[src/sv/sfm_pkg.sv]
// Package for the substring first-match finder: item types, register
// indexes and sizing constants. No dependencies.
package sfm_pkg;

  // pattern and position sizing
  localparam int unsigned MaxPattern = 8;
  localparam int unsigned WindowW    = MaxPattern * 8;
  localparam int unsigned OffsetW    = 16;
  localparam int unsigned LenW       = 4;
  localparam int unsigned LenIdxW    = $clog2(MaxPattern);
  localparam int unsigned CfgIdxW    = 1;
  localparam int unsigned CfgDataW   = 64;

  // configuration register indexes
  typedef enum logic [CfgIdxW-1:0] {
    CFG_PATTERN_BYTES  = 1'b0,
    CFG_PATTERN_LENGTH = 1'b1
  } cfg_index_e;

  // one text byte
  typedef struct packed {
    logic [7:0] text_byte;
    logic       end_of_text;
  } in_item_t;

  // one search result
  typedef struct packed {
    logic               found;
    logic [OffsetW-1:0] match_offset;
  } out_item_t;

endpackage

[src/sv/substring_first_match_finder.sv]
// Substring first-match finder top level: input register, window compare,
// result register. Depends on sfm_pkg.
//
// The block takes text one byte per item, with end_of_text marking the last
// byte of each string, and reports once per string: the start offset of the
// first occurrence of the configured pattern (1 to 8 bytes, byte 0 first),
// or found = 0 on the last byte when no match occurred. The pattern is
// compared combinationally against a sliding 8-byte window, so one byte is
// taken every clock while the result is not stalled; a byte is captured in
// the input register and its result is loaded into the result register
// once that register is free. A stalled result holds
// the input register and in turn stalls the input.
// The position count saturates at 65535. Registers should be written only
// while no bytes are in flight.
module substring_first_match_finder
  import sfm_pkg::*;
(
  input  logic                clk_i,
  input  logic                rst_ni,
  input  logic                in_valid_i,
  output logic                in_stall_o,
  input  in_item_t            in_item_i,
  output logic                out_valid_o,
  input  logic                out_stall_i,
  output out_item_t           out_item_o,
  input  logic                cfg_we_i,
  input  logic [CfgIdxW-1:0]  cfg_index_i,
  input  logic [CfgDataW-1:0] cfg_wdata_i
);

  // configuration registers
  logic [WindowW-1:0] pat_q;
  logic [LenW-1:0]    plen_q;

  // input stage
  logic     in_valid_q;
  in_item_t in_q;

  // string state
  logic [WindowW-1:0] win_q, win_d;
  logic [OffsetW-1:0] cnt_q, cnt_d;
  logic               rep_q, rep_d;

  // result stage
  logic      out_valid_q, out_valid_d;
  out_item_t out_q, out_d;

  logic               out_free;
  logic               s1_fire;
  logic               in_load;
  logic [LenW-1:0]    len_eff;
  logic [LenIdxW-1:0] len_idx;
  logic [WindowW-1:0] win_next;
  logic [OffsetW-1:0] cnt_next;
  logic [MaxPattern-1:0] match_len;
  logic               hit;
  logic               res_valid;
  out_item_t          res;

  // pipeline control
  assign out_free   = !out_valid_q || !out_stall_i;
  assign s1_fire    = in_valid_q && out_free;
  assign in_stall_o = in_valid_q && !out_free;
  assign in_load    = in_valid_i && !in_stall_o;

  // configuration writes
  always_ff @(posedge clk_i or negedge rst_ni) begin
    if (!rst_ni) begin
      pat_q  <= '0;
      plen_q <= LenW'(1);
    end else if (cfg_we_i) begin
      unique case (cfg_index_e'(cfg_index_i))
        CFG_PATTERN_BYTES:  pat_q  <= cfg_wdata_i[WindowW-1:0];
        CFG_PATTERN_LENGTH: plen_q <= cfg_wdata_i[LenW-1:0];
        default: ;
      endcase
    end
  end

  // clamp length into 1..MaxPattern
  always_comb begin
    if (plen_q == '0) begin
      len_eff = LenW'(1);
    end else if (plen_q > LenW'(MaxPattern)) begin
      len_eff = LenW'(MaxPattern);
    end else begin
      len_eff = plen_q;
    end
  end

  // select line for the per-length compare results
  assign len_idx = LenIdxW'(len_eff - LenW'(1));

  // window shift and saturating count
  assign win_next = {win_q[WindowW-9:0], in_q.text_byte};
  assign cnt_next = (cnt_q == '1) ? cnt_q : cnt_q + OffsetW'(1);

  // compare for every possible length; pattern byte k against window byte l-1-k
  always_comb begin
    for (int l = 1; l <= MaxPattern; l++) begin
      match_len[l-1] = 1'b1;
      for (int k = 0; k < l; k++) begin
        if (win_next[(l-1-k)*8 +: 8] != pat_q[k*8 +: 8]) begin
          match_len[l-1] = 1'b0;
        end
      end
    end
  end

  assign hit = !rep_q && (cnt_next >= OffsetW'(len_eff))
               && match_len[len_idx];

  // result and next string state
  always_comb begin
    res_valid = 1'b0;
    res       = '0;
    win_d     = win_q;
    cnt_d     = cnt_q;
    rep_d     = rep_q;
    if (s1_fire) begin
      win_d = win_next;
      cnt_d = cnt_next;
      if (hit) begin
        res_valid        = 1'b1;
        res.found        = 1'b1;
        res.match_offset = (cnt_next == '1) ? cnt_next : cnt_next - OffsetW'(len_eff);
        rep_d            = 1'b1;
      end else if (in_q.end_of_text && !rep_q) begin
        res_valid = 1'b1;
      end
      if (in_q.end_of_text) begin
        win_d = '0;
        cnt_d = '0;
        rep_d = 1'b0;
      end
    end
  end

  // result register next value
  always_comb begin
    out_valid_d = out_valid_q;
    out_d       = out_q;
    if (out_free) begin
      out_valid_d = res_valid;
      out_d       = res;
    end
  end

  // control registers
  always_ff @(posedge clk_i or negedge rst_ni) begin
    if (!rst_ni) begin
      in_valid_q  <= 1'b0;
      win_q       <= '0;
      cnt_q       <= '0;
      rep_q       <= 1'b0;
      out_valid_q <= 1'b0;
    end else begin
      if (in_load) begin
        in_valid_q <= 1'b1;
      end else if (s1_fire) begin
        in_valid_q <= 1'b0;
      end
      win_q       <= win_d;
      cnt_q       <= cnt_d;
      rep_q       <= rep_d;
      out_valid_q <= out_valid_d;
    end
  end

  // payload registers
  always_ff @(posedge clk_i) begin
    if (in_load) begin
      in_q <= in_item_i;
    end
    out_q <= out_d;
  end

  assign out_valid_o = out_valid_q;
  assign out_item_o  = out_q;

`ifndef SYNTH
  // a not-found result always carries a zero offset
  a_notfound_zero: assert property (@(posedge clk_i) disable iff (!rst_ni)
    out_valid_q && !out_q.found |-> out_q.match_offset == '0)
    else $error("not-found result with nonzero offset");

  // a reported match implies bytes were counted in this string
  a_rep_has_count: assert property (@(posedge clk_i) disable iff (!rst_ni)
    rep_q |-> cnt_q != '0)
    else $error("reported flag set with empty count");

  // a match inside a string sets the reported flag
  a_hit_sets_rep: assert property (@(posedge clk_i) disable iff (!rst_ni)
    s1_fire && hit && !in_q.end_of_text |=> rep_q)
    else $error("match did not set reported flag");

  // input stall only when an item is held
  a_stall_held: assert property (@(posedge clk_i) disable iff (!rst_ni)
    in_stall_o |-> in_valid_q && out_valid_q)
    else $error("stall without pending item");
`endif

endmodule

[config.mk]
export PLATFORM = sky130hd
export DESIGN_NAME = substring_first_match_finder
export DESIGN_NICKNAME = d
export VERILOG_FILES = /design/src/sv/sfm_pkg.sv /design/src/sv/substring_first_match_finder.sv
export SDC_FILE = /design/constraint.sdc
export NUM_CORES = 1
export LEC_CHECK = 0
export BUFFER_PORTS_ARGS = -buffer_cell sky130_fd_sc_hd__buf_2
export CAP_MARGIN = 15
export CORE_MARGIN = 2
export CORE_UTILIZATION = 25
export DETAILED_ROUTE_END_ITERATION = 8
export SYNTH_ARGS = -nofsm -noshare
export SYNTH_HDL_FRONTEND = slang
export SYNTH_SLANG_ARGS = --single-unit
[constraint.sdc]
create_clock -name clk_i -period 7.2 [get_ports clk_i]
set_input_delay 0.36 -clock clk_i [delete_from_list [all_inputs] [get_ports clk_i]]
set_output_delay 0.36 -clock clk_i [all_outputs]
set_load 0.02 [all_outputs]
Word level (Yosys, flattened, before mapping)
Cells that the tools add are included.
- add/subtract/negate cells: 3
- order comparisons: 3
- eq/ne operators: 38
- muxes and demuxes: 52
- bitwise operators: 1
- reduce and logical (&&, ||, !) cells: 19
- operators with widths (operator ; count):
    inequality test 8 bit ; 36
    2-to-1 mux 56 bit ; 1
    2-to-1 mux 16 bit ; 3
    2-to-1 mux 1 bit ; 44
    == test 16 bit, second input constant ; 2
    2-to-1 mux 17 bit ; 1
    adder 16 x 1 -> 16 bit, second input constant ; 1
    greater-or-equal comparator 16 x 4 -> 1 bit ; 1
    subtractor 16 x 4 -> 16 bit ; 1
    2-to-1 mux 4 bit ; 2
    AND reduction 2 bit ; 4
    logical AND 1 bit ; 6
    zero test 1 bit ; 5
    > comparator 4 bit, second input constant ; 1
    zero test 4 bit ; 1
    < comparator 3 x 4 -> 1 bit, second input constant ; 1
    nonzero test 2 bit ; 2
    binary-select mux 1 bit (select 3 bit) ; 1
    subtractor 3 x 1 -> 3 bit, second input constant ; 1
    logical OR 1 bit ; 1
    NOT 1 bit ; 1
- flip-flop bits (word level): 169
- bits of input ports: 79
- output and inout bits: 19

Longest topological paths before layout
- depth after elaboration: 14
- depth in mapped cells: 16
- mapped depth without buffers: 13

Worst setup path after synthesis
Ideal clock, no wire load.
- path kind: register to register
- from: register cnt_q[0]
- to: register out_q (netlist bit out_item_o[0]), data pin
- arrival: 3.074 ns
- data required time: 6.916 ns
- setup slack: 3.842 ns
- stages on the path, launching flop included: 16
- period minus slack after synthesis: 3.358 ns
- cells stage by stage: dfrtp_1 > ha_1 > buf_2 > and4_1 > nand4_2 > xnor2_1 > ha_1 > inv_1 > ha_1 > a21oi_1 > o21ai_0 > a311oi_4 > nand4_4 > nor2_8 > buf_12 > a211oi_1
- cells in the longest elaborated chain, start to end: 6
- elaborated cells between the ends (all ways): 10
- those cells by class: 2 x add/sub; 1 x order compare; 2 x eq/ne; 2 x mux; 3 x reduce/logical
- RTL lines (element ; RTL line ; source):
    start: declaration ; substring_first_match_finder.sv:41 ; logic [OffsetW-1:0] cnt_q, cnt_d;
    start signal: assignment ; substring_first_match_finder.sv:164 ; cnt_q <= cnt_d;
    adder 16 x 1 -> 16 bit / == test 16 bit (equally long branches) ; substring_first_match_finder.sv:96 ; assign cnt_next = (cnt_q == '1) ? cnt_q : cnt_q + OffsetW'(1);
    2-to-1 mux 16 bit * ; substring_first_match_finder.sv:96 ;
    greater-or-equal comparator 16 x 4 -> 1 bit ; substring_first_match_finder.sv:110 ; assign hit = !rep_q && (cnt_next >= OffsetW'(len_eff))
    logical AND 1 bit ; substring_first_match_finder.sv:110 ;
    logical AND 1 bit ; substring_first_match_finder.sv:111 ; && match_len[len_idx];
    AND reduction 2 bit (no line) ; n/a ;
    end signal: assignment ; substring_first_match_finder.sv:175 ; out_q <= out_d;
    end: declaration ; substring_first_match_finder.sv:46 ; out_item_t out_q, out_d;
Every way passes the cells marked *; elsewhere a longest branch is shown, timed or not.
A chain may end at the register's enable or synchronous reset.

Worst setup path after layout
- from: register cnt_q[1]
- to: register out_q (netlist bit out_item_o[13]), data pin
The elaborated chain is that of the path after synthesis.

==> impl_metrics.py <==
metrics = {
    "drt": {
        "ant_nets": 0,
        "wl_per_cell_um": 20.4,
        "drt_iter0_drc": 644,
        "highest_layer": "met4",
        "wl_met2_mm": 17.1,
        "drt-pass1-iter-count": 5,
        "avgViaCountPerCell": 4.87,
        "met1Wirelength_mm": 15.4,
        "vias": 8654,
        "drc": 0,
        "met3_length_mm": 1.92,
        "wirelength_mm": 36.2,
    },
    "timing": {
        "post-route-period-util": 0.598,
        "worst_pin_slew_ns": 0.929,
        "slew-limit-headroom": 0.379,
        "final.setup.tns_ns": 0,
        "finalHoldViolations": 28,
        "slew_violations": 0,
        "skew_ns": 0.0130,
        "clock.fmax_mhz": 232,
        "holdWs_ns": -0.0271,
        "fin_crit_ns": 4.30,
        "finalSetupViolCount": 0,
        "rsz0062_at_grt": "no",
    },
    "flow_run": {
        "cap_viol_max_count": 0,
    },
    "die": {
        "placementRows": 78,
        "fp.dieArea_mm2": 0.0473,
        "ios": 98,
        "start_util": 0.252,
        "die_w_um": 217,
        "core_area_mm2": 0.0452,
        "die_h_um": 217,
    },
    "global_route": {
        "grt_overflow": 0,
        "grt_max_degree": 86,
        "grt_pass1_vias": 8750,
        "grt_antenna_before_repair": 0,
        "grt_use_total": 0.156,
        "grt_pass1_wl_mm": 55.4,
    },
    "power_and_ir_drop": {
        "total_power_mw": 3.84,
        "combPwrFrac": 0.348,
        "powerDensity_mw_per_mm2": 305,
        "switching_share": 0.406,
        "vdd_ir_drop_max_uv": 213,
        "p_sw_mw": 1.56,
        "power.leakage_nw": 4.44,
        "p_int_mw": 2.28,
        "clkPwrFrac": 0.235,
        "pwr-share-seq": 0.417,
    },
    "synth": {
        "synth_ff_type": "dfrtp_1",
        "synthTopCellsByCount": "xnor2_1 (273), dfrtp_1 (142), nand2_1 (141), clkbuf_1 (78)",
        "async_flop_share": 0.846,
        "synth_top_cell_by_area": "dfrtp_1",
        "syn_nets": 1261,
        "yosys.area.top_type_share": 0.312,
        "yosysSeqAreaShare": 0.383,
        "ys_types": 75,
        "avgSynthCellArea_um2": 9.68,
        "synth.most_common_cell": "xnor2_1",
        "ys_warn_count": 0,
        "netlist_area_mm2": 0.0114,
        "synthTopCellsByArea": "dfrtp_1 (31%), xnor2_1 (21%), mux2_2 (7.2%), edfxtp_1 (6.9%), nand2_1 (4.6%)",
        "syn_inst": 1177,
        "ys_ff_latch": 169,
        "synth_edf_count": 26,
    },
    "setup_path": {
        "crit_required_ns": 7.38,
        "reg2regPathDepth": 12,
        "r2r_slack_ns": 2.90,
        "worstPathArrival_ns": 4.49,
        "rr_startpoint": "cnt_q[1]$_DFFE_PN0P_",
        "critPathLaunchType": "register",
        "worstSetupEndpointType": "register",
        "crit_type": "register to register",
        "path_max_fanout": 18,
        "regToRegEndpoint": "out_item_o[13]$_SDFFCE_PN0P_",
    },
    "clock_network": {
        "postCtsSetupBuffers": 0,
        "cts_buffers": 17,
        "clk_path_buf_depth": 2,
        "clock_latency_ns": 0.45,
        "cts_hold_buf": 0,
        "clock_sinks": 169,
        "htreeDepth": 4,
        "clockRootBuffer": "clkbuf_16",
        "cts.repair.resized": 0,
        "cts_tree": "done",
        "clk_pin_slew_ns": 0.07,
    },
    "worst_hold_path": {
        "hold_class": "input port to asynchronous set/reset pin",
    },
    "final_layout": {
        "fill_cells": 4785,
        "nets": 1247,
        "fin_util": 0.279,
        "layout-drive-gt1-share": 0.204,
        "syn_to_final_growth_pct": 10.8,
        "n_antenna_cell": 0,
    },
    "status": {
        "violations": "hold timing",
        "status": "finished, violations left",
    },
    "place": {
        "dpl.hpwl_mm": 26.5,
        "place_congestion": 1.02,
        "port_buffers": 97,
    },
}
final cells by class:
class,count,area [um^2],area share
clock buffer,20,437,0.0346
multi-input combinational,861,6370,0.505
tap,600,751,0.0595
sequential,169,4360,0.345
clock inverter,12,126,0.0100
timing repair buffer,102,529,0.0419
inverter,12,45.0,0.00357
through the flow:
step / setup WS, ns / instance area, um^2 / std cells
2_1_floorplan: 3.84 / 11400 / 1177
3_3_place_gp: 3.09 / 12100 / 1744
3_5_place_dp: 2.98 / 12100 / 1744
4_1_cts: 2.96 / 12600 / 1776
5_1_grt: 2.66 / 12600 / 1776
6_report: 2.90 / 12600 / 1776
state kept, by name (all words and copies together), names as in the netlist:
name         flops
cnt_q           16
in_q             9
in_valid_q       1
out_item_o      17
out_valid_o      1
pat_q           64
plen_q           4
rep_q            1
win_q           56
logic make-up after synthesis:
logic type                 share of synthesized area
and+or+nand+nor                                0.162
xor gates and xnor gates                       0.234
DFF                                            0.383
buffers and inverters                         0.0587
AOI/OAI and AO/OA                             0.0823
muxes                                         0.0748
adders and majority gates                    0.00549
placed cells by master, fill, tap and decap left out, types with 4 or more instances in the layout:
cell type,netlist,final
a211oi_1,8,8
a21oi_1,15,15
a22o_1,5,5
a31oi_1,5,5
buf_2,48,96
buf_4,2,5
clkbuf_16,0,17
dfrtp_1,142,142
edfxtp_1,26,26
ha_1,5,5
inv_1,11,11
mux2_2,73,73
nand2_1,141,140
nand2b_1,4,4
nand3_1,14,14
nand4_1,73,73
nand4_2,4,4
nor2_1,24,24
nor3_1,16,16
nor3_2,8,8
nor4_1,24,24
o21ai_0,73,73
xnor2_1,273,273
xor2_1,31,31
power groups by stage:
stage	registers [mW]	logic, mW	clock network, mW
finish	1.60	1.34	0.903
global route	1.61	1.47	0.966
CTS	1.59	1.34	0.929
detailed placement	1.61	1.34	0
global placement	1.61	1.32	0
floorplan	1.28	1.30	0
worst max-delay path, cell delays in order (launching register included):
cell	delay [ns]
dfrtp_1	0.55
ha_1	0.43
nand4_4	0.30
nor4_4	0.68
mux2_2	0.35
nor2_1	0.06
ha_1	0.21
a21oi_1	0.11
o21ai_0	0.17
a311oi_4	0.54
nand4_4	0.21
nor2_8	0.31
nor4b_1	0.12
per-layer routing:
| metal | GRT usage | up-vias |
|---|---|---|
| met5 | 0 | - |
| met4 | 0.0813 | 0 |
| met3 | 0.0241 | 104 |
| met2 | 0.258 | 336 |
| met1 | 0.196 | 4228 |
| li1 | - | 3986 |
worst max-delay path by stage:
stage | startpoint | end | depth (start not counted)
5_1_grt | cnt_q[1]$_DFFE_PN0P_ | out_item_o[13]$_SDFFCE_PN0P_ | 12
2_1_floorplan | cnt_q[0]$_DFFE_PN0P_ | out_item_o[0]$_SDFFCE_PN0P_ | 15
4_1_cts | cnt_q[1]$_DFFE_PN0P_ | out_item_o[13]$_SDFFCE_PN0P_ | 12
3_3_place_gp | cnt_q[1]$_DFFE_PN0P_ | out_item_o[4]$_SDFFCE_PN0P_ | 12
6_report | cnt_q[1]$_DFFE_PN0P_ | out_item_o[13]$_SDFFCE_PN0P_ | 12
3_5_place_dp | cnt_q[1]$_DFFE_PN0P_ | out_item_o[13]$_SDFFCE_PN0P_ | 12
(Power assumes the default switching activity.)
